$ cat src/rtl/csv_pkg.sv
`default_nettype none
package csv_pkg;

    localparam int unsigned MAX_ROWS   = 65536;
    localparam int unsigned ROW_W      = 17;
    localparam int unsigned SAMPLE_W   = 16;
    localparam int unsigned SUM_W      = 32;
    localparam int unsigned SQSUM_W    = 47;
    localparam int unsigned VAR_W      = 40;
    localparam int unsigned FRAC_W     = 8;
    localparam int unsigned DEN_W      = 32;
    localparam int unsigned PROD_W     = 64;
    localparam int unsigned DVD_W      = PROD_W + FRAC_W;
    localparam int unsigned STEP_W     = $clog2(DVD_W);
    localparam int unsigned Q_DEPTH    = 2;
    localparam int unsigned Q_AW       = $clog2(Q_DEPTH);

    typedef struct packed {
        logic [ROW_W-1:0]   count;
        logic [SUM_W-1:0]   sum;
        logic [SQSUM_W-1:0] sqsum;
    } t_col_rec;

    typedef enum logic [2:0] {
        BK_IDLE,
        BK_MUL_LO,
        BK_MUL_HI,
        BK_SQR,
        BK_SUB,
        BK_DIV,
        BK_DONE
    } t_back_state;

endpackage
`default_nettype wire

$ cat src/rtl/csv_queue.sv
`default_nettype none
module csv_queue (
    input  wire                i_clk,
    input  wire                i_rst_n,
    input  wire                i_push,
    input  csv_pkg::t_col_rec  i_rec,
    output logic               o_full,
    input  wire                i_pop,
    output logic               o_empty,
    output csv_pkg::t_col_rec  o_rec
);
    import csv_pkg::*;

    t_col_rec          r_mem [Q_DEPTH];
    logic [Q_AW-1:0]   r_wr_ptr;
    logic [Q_AW-1:0]   r_rd_ptr;
    logic [Q_AW:0]     r_fill;

    assign o_full  = r_fill == (Q_AW+1)'(Q_DEPTH);
    assign o_empty = r_fill == '0;
    assign o_rec   = r_mem[r_rd_ptr];

    always_ff @(posedge i_clk) begin
        if (i_push && !o_full) begin
            r_mem[r_wr_ptr] <= i_rec;
        end
    end

    always_ff @(posedge i_clk) begin
        if (!i_rst_n) begin
            r_wr_ptr <= '0;
            r_rd_ptr <= '0;
            r_fill   <= '0;
        end else begin
            if (i_push && !o_full) begin
                r_wr_ptr <= r_wr_ptr + Q_AW'(1);
            end
            if (i_pop && !o_empty) begin
                r_rd_ptr <= r_rd_ptr + Q_AW'(1);
            end
            unique case ({i_push && !o_full, i_pop && !o_empty})
                2'b10:   r_fill <= r_fill + (Q_AW+1)'(1);
                2'b01:   r_fill <= r_fill - (Q_AW+1)'(1);
                default: r_fill <= r_fill;
            endcase
        end
    end

endmodule
`default_nettype wire

$ cat config.mk
export PLATFORM = sky130hd
export DESIGN_NAME = csv_queue
export DESIGN_NICKNAME = d
export VERILOG_FILES = /design/src/rtl/csv_pkg.sv /design/src/rtl/csv_queue.sv
export SDC_FILE = /design/constraint.sdc
export NUM_CORES = 1
export LEC_CHECK = 0
export BUFFER_PORTS_ARGS = -buffer_cell sky130_fd_sc_hd__buf_2
export CORE_ASPECT_RATIO = 0.6
export CORE_MARGIN = 2
export CORE_UTILIZATION = 56
export DETAILED_ROUTE_END_ITERATION = 8
export PLACE_DENSITY_LB_ADDON = 0.25
export SLEW_MARGIN = 10
export SYNTH_ARGS = -nofsm -noshare
export SYNTH_HDL_FRONTEND = slang
export SYNTH_SLANG_ARGS = --single-unit
$ cat constraint.sdc
create_clock -name i_clk -period 6.9 [get_ports i_clk]
set_input_delay 0.345 -clock i_clk [delete_from_list [all_inputs] [get_ports i_clk]]
set_output_delay 0.345 -clock i_clk [all_outputs]
set_load 0.05 [all_outputs]
==> PnR_summary.wiki <==
{| class="wikitable"
! Metric !! Value
|-
| Netlist cell types || 22
|-
| Aggregate global-route resource usage || 18.8%
|-
| Switching power || 0.00153 W
|-
| Cell taking the most area after synthesis || sky130_fd_sc_hd__edfxtp_1
|-
| Max-cap violation count || 0
|-
| Share of synthesized flip-flops with an asynchronous set or reset || 0%
|-
| Remaining number of nets flagged by the antenna check after routing || 0
|-
| Syn_nets || 426
|-
| Fraction of the mapped netlist area in compound gates || 0.454%
|-
| IO Port Bufs || 197
|-
| Number of enable flip-flop cells after synthesis || 192
|-
| Chip height || 91.6 µm
|-
| Proportion of synthesized chip area in sequential cells || 81.9%
|-
| Area share of fa/ha/maj cells after synthesis || 0.175%
|-
| First-pass GRT wire length || 19,100 µm
|-
| Critical register-to-register path endpoint || r_mem[0][34]
|-
| Slew of the pin with the lowest slew margin || 930 ps
|-
| Most used DFF post-synth || sky130_fd_sc_hd__edfxtp_1
|-
| Combinational share of power || 35.7%
|-
| Cells resized by post-CTS repair || 0
|-
| Cell types occupying the most area after synthesis || sky130_fd_sc_hd__edfxtp_1 80%, sky130_fd_sc_hd__mux2_1 9.1%, sky130_fd_sc_hd__mux2_2 6.0%
|-
| Endpoint arrival time on the critical path || 2510 ps
|-
| Most common cell in the netlist || sky130_fd_sc_hd__edfxtp_1
|-
| Fraction of synthesized area in multiplexers || 15.1%
|-
| Reg-to-Reg Start || r_fill[0]
|-
| Smallest setup slack after layout || 4040 ps
|-
| Pre-Repair DR Iteration Count || 6
|-
| Fraction of final layout cells with drive strength greater than 1 || 50.2%
|-
| Synthesized-area fraction occupied by and/or/nand/nor cells || 0.751%
|-
| Number of antenna violations at the first check in global routing || 3
|-
| Combinational family with the most area after synthesis || multiplexers
|-
| Maximum count of clock buffers along a single path || 2
|-
| Required arrival time at the worst endpoint || 6550 ps
|-
| Portion of the clock cycle consumed by the worst path in the final layout || 41.4%
|-
| Most frequent cells after synthesis || 192 x sky130_fd_sc_hd__edfxtp_1, 58 x sky130_fd_sc_hd__mux2_1, 38 x sky130_fd_sc_hd__mux2_2, 5 x sky130_fd_sc_hd__buf_2, 5 x sky130_fd_sc_hd__dfxtp_1
|-
| Area of the placeable core || 12,300 µm²
|-
| Peak supply drop || 0.236 mV
|-
| Top-Level Pins || 198
|-
| Antenna diode count || 0
|-
| Area added between synthesis and finish || 23.7%
|-
| Leak pwr || 3.32 nW
|-
| CTS Buf Count || 17
|-
| Power density cells || 436 nW/µm²
|-
| Total standard cell area after synthesis || 7160 µm²
|-
| Pwr Total || 0.00386 W
|-
| Type of destination of the critical path || output pin
|-
| Category of the critical setup timing path || register to output pin
|-
| Setup repair after global routing missed its margin || false
|-
| Clock latency reported for the late side of the worst-skew pair || 410 ps
|-
| CTS tree || yes
|-
| Worst hold endpoint || r_mem[1][78]
|-
| Setup repair bufs after CTS || 0
|-
| Part of the power in registers || 41.0%
|-
| Fraction of power spent switching nets || 39.6%
|-
| Routed length on met2 || 6150 µm
|-
| Beginning of the worst hold path || i_rec[78]
|-
| Worst Path Max Fanout || 57
|-
| Total gr overflow || 0
|-
| Number of standard cells after synthesis || 325
|-
| Die Area || 13,700 µm²
|-
| Detailed router's first-iteration violation count || 213
|-
| Floorplan die width || 150 µm
|-
| Average size of a mapped cell || 22.0 µm²
|-
| Part of the power in the clock network || 23.3%
|-
| Final critical-path required period || 2860 ps
|-
| Type of the worst min-delay path || primary input to register
|-
| Via total after detailed routing || 3,672
|-
| Worst slack after detailed placement || 4350 ps
|-
| WL final || 12,900 µm
|-
| Yosys Warn Count || 0
|-
| Clock skew || 11.6 ps
|-
| Outcome || completed
|-
| Initial Util || 58.5%
|-
| Flops & latches, synth || 197
|-
| Max Clock Freq || 350 MHz
|-
| Internal power || 0.00233 W
|-
| Slew margin rel. || 38.0%
|-
| Parity-gate share of the synthesized area counting xor and xnor cells || 0.367%
|-
| Wire length on met3 || 1320 µm
|-
| Top routing layer in use || met5
|-
| Post-Route M1 WL || 5370 µm
|-
| Max-slew violation count || 0
|-
| Number of cell rows || 31
|-
| Clock input transition at the sequential cells of the worst setup and hold paths || 70 ps
|-
| Vias in the first global route || 3,706
|-
| Pin count of the biggest net entering global routing || 70
|-
| Total Negative Setup Slacks || 0 ps
|-
| Net count of the finished layout || 634
|-
| Cts-stage hold buffer count || 0
|-
| Final number of hold-violating endpoints || 0
|-
| Cell chosen for the clock root || sky130_fd_sc_hd__clkbuf_16
|-
| Hold Path Cell Cnt || 1
|-
| Number of endpoints failing setup at the final stage || 0
|-
| Depth of the CTS H-tree || 4
|-
| Last weighted congestion value of the routability-driven placer || 0.730
|-
| Routed len/inst || 18.2 µm
|-
| Via/cell ratio || 5.16
|-
| R2R Setup Slk || 4360 ps
|-
| Clk sink count || 197
|-
| Startpoint class of the critical path || register
|-
| Proportion of netlist area held by the largest area contributor || 80.5%
|-
| DRC violation count after routing || 0
|-
| Number of cell instances on the worst register-to-register path || 5
|}
## cells by family after synthesis
kind of cell,Yosys count
DFF,197
muxes,96
buffers and inverters,14
and+or+nand+nor,9
AOI/OAI and AO/OA,5
xor gates and xnor gates,3
adders and majority gates,1
## metal layers
| metal | GRT usage [%] | vias to the layer above |
|---|---|---|
| li1 | - | 1701 |
| met5 | 0 | - |
| met3 | 7.66 | 10 |
| met1 | 23.7 | 1804 |
| met4 | 5.90 | 4 |
| met2 | 30.2 | 153 |
## worst max-delay path, stage by stage, from the launching register on
cell                      delay, ps
sky130_fd_sc_hd__dfxtp_4        710
sky130_fd_sc_hd__buf_4          710
sky130_fd_sc_hd__mux2_2         430
sky130_fd_sc_hd__buf_2          220
## how the worst max path moves through the flow
| stage | to | slack [ps] | cells after the start |
|---|---|---|---|
| 2_1_floorplan | r_mem[0][0] | 3570 | 4 |
| 3_3_place_gp | r_mem[0][20] | 4410 | 5 |
| 3_5_place_dp | r_mem[0][78] | 4350 | 5 |
| 4_1_cts | o_rec[26] | 4000 | 3 |
| 5_1_grt | o_rec[26] | 3890 | 3 |
| 6_report | o_rec[26] | 4040 | 3 |
## metrics by stage
step	util [%]	instances	instance area, µm²	hold WS, ps
2_1_floorplan	-	325	7160	444
3_3_place_gp	67.8	679	8310	485
3_5_place_dp	67.8	679	8310	494
4_1_cts	72.3	711	8860	102
5_1_grt	72.3	711	8860	93.8
6_report	72.3	711	8860	120
## state kept, by name, indices dropped and copies added (netlist names), named ones only
register,count
r_rd_ptr,1
r_fill,2
r_wr_ptr,1
r_mem,192
## final cells by class
cell class              count  area, µm²
multi-input cells         114       1210
repair buffers            200       1010
fillers                   787       3400
well taps                 165        206
clock buffers              18        429
flip-flops and latches    197       5870
inverters                   3       13.8
clock inverters            14        121
## placed cells by master, fill, tap and decap left out, drive strengths merged, types with 2 or more instances in the layout
cell type and n:
clkinvlp 3, o21ai 2, dfxtp 5, buf 200
mux2 96, edfxtp 192, nor2b 2, or3 2
clkbuf 18, xnor2 3, inv 7, a21boi 2
clkinv 7
## power groups by stage
stage	logic (W)	registers, W	clock network [W]
finish	0.00138	0.00159	0.000899
global route	0.00145	0.00160	0.000966
CTS	0.00139	0.00159	0.000920
detailed placement	0.00139	0.00161	0
global placement	0.00138	0.00160	0
floorplan	0.00114	0.00157	0
Note: power is estimated with default switching activity, not from simulation.
