## src/rtl/csv_pkg.sv

```systemverilog
`default_nettype none
package csv_pkg;

    localparam int unsigned MAX_ROWS   = 65536;
    localparam int unsigned ROW_W      = 17;
    localparam int unsigned SAMPLE_W   = 16;
    localparam int unsigned SUM_W      = 32;
    localparam int unsigned SQSUM_W    = 47;
    localparam int unsigned VAR_W      = 40;
    localparam int unsigned FRAC_W     = 8;
    localparam int unsigned DEN_W      = 32;
    localparam int unsigned PROD_W     = 64;
    localparam int unsigned DVD_W      = PROD_W + FRAC_W;
    localparam int unsigned STEP_W     = $clog2(DVD_W);
    localparam int unsigned Q_DEPTH    = 2;
    localparam int unsigned Q_AW       = $clog2(Q_DEPTH);

    typedef struct packed {
        logic [ROW_W-1:0]   count;
        logic [SUM_W-1:0]   sum;
        logic [SQSUM_W-1:0] sqsum;
    } t_col_rec;

    typedef enum logic [2:0] {
        BK_IDLE,
        BK_MUL_LO,
        BK_MUL_HI,
        BK_SQR,
        BK_SUB,
        BK_DIV,
        BK_DONE
    } t_back_state;

endpackage
`default_nettype wire

```

## src/rtl/csv_front.sv

```systemverilog
`default_nettype none
module csv_front (
    input  wire                            i_clk,
    input  wire                            i_rst_n,
    input  wire                            i_cfg_we,
    input  wire [csv_pkg::ROW_W-1:0]       i_cfg_wdata,
    input  wire                            s_axis_tvalid,
    output logic                           s_axis_tready,
    input  wire [csv_pkg::SAMPLE_W-1:0]    s_axis_tdata,
    input  wire                            i_q_full,
    output logic                           o_push,
    output csv_pkg::t_col_rec              o_rec
);
    import csv_pkg::*;

    logic [ROW_W-1:0]   r_row_count;
    logic [ROW_W-1:0]   r_rows_seen;
    logic [SUM_W-1:0]   r_sum;
    logic [SQSUM_W-1:0] r_sqsum;

    logic [ROW_W-1:0]        n_eff;
    logic [ROW_W-1:0]        n_count;
    logic [SUM_W-1:0]        n_sum;
    logic [SQSUM_W-1:0]      n_sqsum;
    logic signed [2*SAMPLE_W-1:0] sq;
    logic                    accept;
    logic                    col_end;

    always_comb begin
        if (r_row_count == '0) begin
            n_eff = ROW_W'(1);
        end else if (r_row_count > ROW_W'(MAX_ROWS)) begin
            n_eff = ROW_W'(MAX_ROWS);
        end else begin
            n_eff = r_row_count;
        end
    end

    assign s_axis_tready = !i_q_full;
    assign accept        = s_axis_tvalid && s_axis_tready;
    assign sq            = $signed(s_axis_tdata) * $signed(s_axis_tdata);
    assign n_count       = r_rows_seen + ROW_W'(1);
    assign n_sum         = r_sum + {{(SUM_W-SAMPLE_W){s_axis_tdata[SAMPLE_W-1]}}, s_axis_tdata};
    assign n_sqsum       = r_sqsum + SQSUM_W'($unsigned(sq));
    assign col_end       = n_count >= n_eff;

    assign o_push        = accept && col_end;
    assign o_rec.count   = n_count;
    assign o_rec.sum     = n_sum;
    assign o_rec.sqsum   = n_sqsum;

    always_ff @(posedge i_clk) begin
        if (!i_rst_n) begin
            r_row_count <= ROW_W'(1);
        end else if (i_cfg_we) begin
            r_row_count <= i_cfg_wdata;
        end
    end

    always_ff @(posedge i_clk) begin
        if (!i_rst_n) begin
            r_rows_seen <= '0;
            r_sum       <= '0;
            r_sqsum     <= '0;
        end else if (accept) begin
            if (col_end) begin
                r_rows_seen <= '0;
                r_sum       <= '0;
                r_sqsum     <= '0;
            end else begin
                r_rows_seen <= n_count;
                r_sum       <= n_sum;
                r_sqsum     <= n_sqsum;
            end
        end
    end

endmodule
`default_nettype wire

```

## config.mk

```make
export PLATFORM = sky130hd
export DESIGN_NAME = csv_front
export DESIGN_NICKNAME = d
export VERILOG_FILES = /design/src/rtl/csv_pkg.sv /design/src/rtl/csv_front.sv
export SDC_FILE = /design/constraint.sdc
export NUM_CORES = 1
export LEC_CHECK = 0
export BUFFER_PORTS_ARGS = -buffer_cell sky130_fd_sc_hd__buf_2
export CAP_MARGIN = 10
export CORE_AREA = 2 2 208 210
export CTS_BUF_LIST = sky130_fd_sc_hd__clkbuf_4 sky130_fd_sc_hd__clkbuf_8
export DETAILED_ROUTE_END_ITERATION = 8
export DIE_AREA = 0 0 210 212
export GPL_TIMING_DRIVEN = 0
export SLEW_MARGIN = 20
export SYNTH_ARGS = -nofsm -noshare
export SYNTH_HDL_FRONTEND = slang
export SYNTH_SLANG_ARGS = --single-unit
```

## constraint.sdc

```tcl
create_clock -name i_clk -period 13.9 [get_ports i_clk]
set_input_delay 2.085 -clock i_clk [delete_from_list [all_inputs] [get_ports i_clk]]
set_output_delay 2.085 -clock i_clk [all_outputs]
set_load 0.02 [all_outputs]
```

==> impl_metrics.env, run 1 <==
export IMPL_run_status="complete, no violations"
export IMPL_worstReg2RegEnd="r_sqsum[38]"
export IMPL_grt_max_degree=23
export IMPL_startpoint_type="input pin"
export IMPL_htreeDepth=4
export IMPL_nFillCells=4209
export IMPL_crit_type="input pin to output pin"
export IMPL_synth_net_count=2438
export IMPL_syn_instance_count=1992
export IMPL_yosysSeqAreaShare=0.132
export IMPL_drt_initial_drc_count=865
export IMPL_drc_errors=0
export IMPL_worstPathRequired_ns=11.81
export IMPL_met3WireLength_mm=2.43
export IMPL_instances_no_fill=2703
export IMPL_ys_flop_type="dfxtp_1"
export IMPL_rr_worst_depth=18
export IMPL_grt_pass1_vias=14700
export IMPL_slowest_stage="clkbuf_1"
export IMPL_period_minus_slack_ns=13.40
export IMPL_ys_seq_elements=113
export IMPL_die_area_mm2=0.0445
export IMPL_utilization=0.446
export IMPL_highest_layer="met4"
export IMPL_avgSynthCellArea_um2=8.60
export IMPL_start_util=0.403
export IMPL_wl_met2_mm=22.2
export IMPL_clk_latency_ns=0.47
export IMPL_hold_viol_final=0
export IMPL_ys_warn_count=0
export IMPL_hpwl_mm=39.3
export IMPL_tns_ns=0
export IMPL_cts_inserted_buffers=17
export IMPL_hold_start="r_rows_seen[12]"
export IMPL_grt_pass1_wl_mm=77.7
export IMPL_syn_area_mm2=0.0171
export IMPL_r2r_start="r_rows_seen[0]"
export IMPL_slew_headroom=0.426
export IMPL_crit_family="adder cells"
export IMPL_fin_skew_ns=0.0168
export IMPL_vias=14300
export IMPL_maxCapViolations=0
export IMPL_cp_slowest_stage_delay_ns=0.64
export IMPL_rrSetupSlack_ns=8.93
export IMPL_synth_edff_count=0
export IMPL_die_h_um=212
export IMPL_async_flop_share=0
export IMPL_synth_top_area_cell="fa_1"
export IMPL_crit_start="s_axis_tdata[5]"
export IMPL_crit_path_frequent_cell="fa_1"
export IMPL_routed_wl_mm=47.0
export IMPL_tightest_slew_ns=0.861
export IMPL_fmax_mhz=74.6
export IMPL_placementRows=76
export IMPL_path_max_fanout=10
export IMPL_clkSinkCount=113
export IMPL_synth_area_leaders="fa_1, dfxtp_1, ha_1"
export IMPL_synthTopCellsByCount="inv_1, fa_1, ha_1, nand2_1, nor2_1"
export IMPL_ioPinCount=136
export IMPL_cts_tree="done"
export IMPL_cp_end_kind="output pin"
export IMPL_rsz0062_at_grt="false"
export IMPL_postRouteAntennaNets=0
export IMPL_place_gp_congestion=0.876
export IMPL_core_mm2=0.0425
export IMPL_vias_per_cell=5.27
export IMPL_area_growth_pct=10.6
export IMPL_fp_dieW_um=210
export IMPL_clk_pin_slew_ns=0.07
export IMPL_crit_arrival_ns=11.31
export IMPL_grt_antenna_before_repair=1
export IMPL_met1Wirelength_mm=21.3
export IMPL_synth_top_cell_area_share=0.279
export IMPL_fin_crit_sh=0.964
export IMPL_hold_path_class="flop to flop"
export IMPL_drive_above_1_share=0.0918
export IMPL_path_buf_inv=10
export IMPL_hold_end="r_rows_seen[12]"
export IMPL_dr_pass1_iters=5
export IMPL_post_drt_wl_per_cell_um=17.4
export IMPL_dp_cells=2672
export IMPL_yosysMostFrequentCell="inv_1"
export IMPL_clockRootBuffer="clkbuf_8"
export IMPL_cts_setup_buffers=0
export IMPL_overflow=0
export IMPL_clock_tree_buffer_depth=2
export IMPL_grt_usage=0.221
export IMPL_drv_slew=0
export IMPL_final_nets=2589
export IMPL_setup_viol=0
export IMPL_synth_cell_types=74
export IMPL_hold_path_cell_count=2
export IMPL_io_buffers=134
through the flow:
stage / hold WS [ns] / area, um2 / setup slack [ns]
detailed placement: 0.449 / 18500 / 0.280
global placement: 0.441 / 18500 / 0.194
global route: 0.482 / 19000 / 0.0555
floorplan: 0.432 / 17100 / 2.05
CTS: 0.458 / 19000 / 0.204
finish: 0.458 / 19000 / 0.503
worst max-delay path by stage:
stage	end	slack, ns	cells after the start
finish	o_rec[39]	0.50	35
global route	o_rec[39]	0.06	36
CTS	o_rec[39]	0.20	35
detailed placement	o_rec[39]	0.28	35
global placement	o_rec[41]	0.19	35
floorplan	o_rec[39]	2.05	33
worst register-to-register path, stage by stage, from the launching register on:
cell and delay (ns):
dfxtp_1 0.38, ha_1 0.23, and3_1 0.25, and3_1 0.26, and3_1 0.17, clkbuf_1 0.24, nand3_1 0.13, xnor2_1 0.34
ha_1 0.32, a21o_1 0.17, a21o_1 0.17, a21oi_1 0.16, o211ai_1 0.18, a21oi_4 0.32, nand2_1 0.20, nor2_1 0.43
clkbuf_1 0.61, o21ai_0 0.20, a2bb2oi_1 0.16
cells in the final DEF (no fill, tap or decap), drive strengths merged, types with 16 or more instances in the layout:
master	netlist	routed
a21o	61	61
mux2i	17	17
xor2	40	40
xnor2	84	84
clkbuf	59	77
and2	40	40
nand4	17	17
o21ai	56	56
dfxtp	113	113
nor2b	16	16
nor3	16	16
and3	22	22
nand3	51	51
nand2	160	160
o21a	16	16
a21oi	114	114
a22o	30	30
a22oi	27	27
fa	239	239
ha	169	169
buf	7	140
nor2	134	134
inv	365	367
cells by family (layout without fill, tap and decap cells):
family	count (synthesis)	count (layout)	share of synthesized area
xor gates and xnor gates	124	124	0.0634
and+or+nand+nor	499	499	0.137
adders and majority gates	408	408	0.403
other	0	1	0
muxes	18	18	0.0106
buffers and inverters	432	596	0.0963
DFF	113	113	0.132
AOI/OAI and AO/OA	398	398	0.159
cell type report:
class                           count  area (um2)  share of cell area
Antenna cell                        1        2.50            0.000132
Buffer                             64         272              0.0143
Clock buffer                       19         255              0.0135
Clock inverter                     13         208              0.0110
Inverter                          366        1370              0.0725
Multi-Input combinational cell   1447       13200               0.698
Sequential cell                   113        2260               0.119
Tap cell                          546         683              0.0360
Timing Repair Buffer              134         671              0.0354
layer usage:
metal / track usage / up-vias
li1: - / 6819
met1: 0.296 / 7025
met2: 0.371 / 342
met3: 0.0341 / 68
met4: 0.0624 / 0
met5: 0 / -
flip-flops by register name (all words and copies together), names as in the netlist:
register     cells
r_sqsum         47
r_sum           32
r_row_count     17
r_rows_seen     17
repair_timing:
action	CTS	global route
resized for setup	0	4
endpoints found under the setup margin	0	12
hold buffers	0	0
Power of run 1 is not shown: default switching activity piles up to over one toggle a cycle in this logic, so the estimate is an artifact.
==> run 2, diff against run 1 <==
GPL_TIMING_DRIVEN = 1   (was 0)
==> impl_metrics.env, run 2 (synthesized netlist as in run 1, its figures left out) <==
export IMPL_run_status="complete, no violations"
export IMPL_ioPinCount=136
export IMPL_cp_slowest_stage_delay_ns=0.69
export IMPL_slowest_stage="or4b_1"
export IMPL_hold_start="r_sum[0]"
export IMPL_multiInputGateArea_mm2=0.0132
export IMPL_grt_pass1_vias=14400
export IMPL_met3WireLength_mm=2.53
export IMPL_highest_layer="met4"
export IMPL_maxCapViolations=0
export IMPL_period_minus_slack_ns=12.74
export IMPL_place_gp_congestion=0.867
export IMPL_final_cell_mix="inv_1, fa_1, ha_1"
export IMPL_clock_tree_buffer_depth=2
export IMPL_fp_dieW_um=210
export IMPL_hold_viol_final=0
export IMPL_fin_skew_ns=0.0226
export IMPL_fmax_mhz=78.5
export IMPL_path_buf_inv=7
export IMPL_drc_errors=0
export IMPL_cp_end_kind="output pin"
export IMPL_hpwl_mm=35.6
export IMPL_crit_path_frequent_cell="fa_1"
export IMPL_placementRows=76
export IMPL_area_growth_pct=9.10
export IMPL_die_area_mm2=0.0445
export IMPL_tns_ns=0
export IMPL_slew_headroom=0.272
export IMPL_worstPathRequired_ns=11.81
export IMPL_core_mm2=0.0425
export IMPL_htreeDepth=4
export IMPL_crit_start="s_axis_tdata[1]"
export IMPL_grt_max_degree=74
export IMPL_fin_crit_sh=0.916
export IMPL_final_nets=2535
export IMPL_grt_antenna_before_repair=0
export IMPL_vias=13900
export IMPL_met1Wirelength_mm=20.2
export IMPL_top_regs="r_sqsum x47, r_sum x32"
export IMPL_cts_inserted_buffers=17
export IMPL_drv_slew=0
export IMPL_hold_path_class="flop to flop"
export IMPL_cts_resized=0
export IMPL_cts_setup_buffers=0
export IMPL_grt_pass1_wl_mm=73.9
export IMPL_drive_above_1_share=0.0985
export IMPL_path_max_fanout=14
export IMPL_postRouteAntennaNets=0
export IMPL_n_antenna_cell=0
export IMPL_clk_pin_slew_ns=0.08
export IMPL_die_h_um=212
export IMPL_overflow=0
export IMPL_top_register="r_sqsum"
export IMPL_start_util=0.403
export IMPL_setup_viol=0
export IMPL_clkSinkCount=113
export IMPL_grt_usage=0.208
export IMPL_utilization=0.440
export IMPL_r2r_start="r_rows_seen[0]"
export IMPL_rsz0062_at_grt="false"
export IMPL_clk_latency_ns=0.46
export IMPL_startpoint_type="input pin"
export IMPL_final_common_cell="inv_1"
export IMPL_clockRootBuffer="clkbuf_8"
export IMPL_cts_tree="done"
export IMPL_largest_reg_flops=47
export IMPL_routed_wl_mm=44.8
export IMPL_crit_family="adder cells"
export IMPL_vias_per_cell=5.26
export IMPL_crit_type="input pin to output pin"
export IMPL_hold_buffers=0
export IMPL_drt_initial_drc_count=774
export IMPL_dr_pass1_iters=5
export IMPL_io_buffers=135
export IMPL_nFillCells=4254
export IMPL_crit_arrival_ns=10.65
export IMPL_ff_latch_area_mm2=0.00226
export IMPL_post_drt_wl_per_cell_um=16.9
export IMPL_wl_met2_mm=21.3
export IMPL_tightest_slew_ns=1.09
==> run 2: cell count changes in the layout (fill, tap and decap cells not counted), sizes merged, moves of 2 or more <==
cell    change
clkbuf     -60
inv         +2
clkinv      +4
bufinv      -3
buf         +4
==> run 2: through the flow <==
step           area [um2]  hold slack [ns]  std cells  setup slack (ns)
3_5_place_dp        18300            0.446       2616              1.20
6_report            18700            0.461       2648              1.16
2_1_floorplan       17100            0.432       1992              2.05
4_1_cts             18700            0.459       2648              1.16
5_1_grt             18700            0.482       2648             0.556
3_3_place_gp        18300            0.440       2616              1.31
==> run 2: area by class of cell <==
class                   count  share of cell area
clock inverters            15             0.00843
flip-flops and latches    113               0.121
multi-input cells        1447               0.708
repair buffers            144              0.0397
inverters                 366              0.0735
clock buffers              17              0.0125
well taps                 546              0.0365
==> run 2: routing by layer <==
layer  vias to the layer above  global-route usage
met5                         -                   0
met4                         0              0.0474
met3                        52              0.0396
met2                       308               0.350
met1                      6854               0.277
li1                       6718                   -
==> run 2: path summary, 6_finish.rpt <==
kind / end / slack, ns / depth (start not counted)
setup / recovery: o_rec[41] / 1.16 / 31
hold / removal: r_sum[0] / 0.46 / 2
setup reg to reg: r_sum[31] / 9.42 / 18
hold reg to reg: r_sum[0] / 0.46 / 2
==> run 2: worst reg2reg max path: cells and delay by family (launching register included) <==
kind / cells / cell delay, ns
fa+ha+maj: 2 / 0.54
flops: 1 / 0.38
buf+inv: 2 / 0.78
xor+xnor: 1 / 0.33
compound gates: 6 / 0.91
simple gates: 7 / 1.51
Power of run 2 is left out for the same reason.
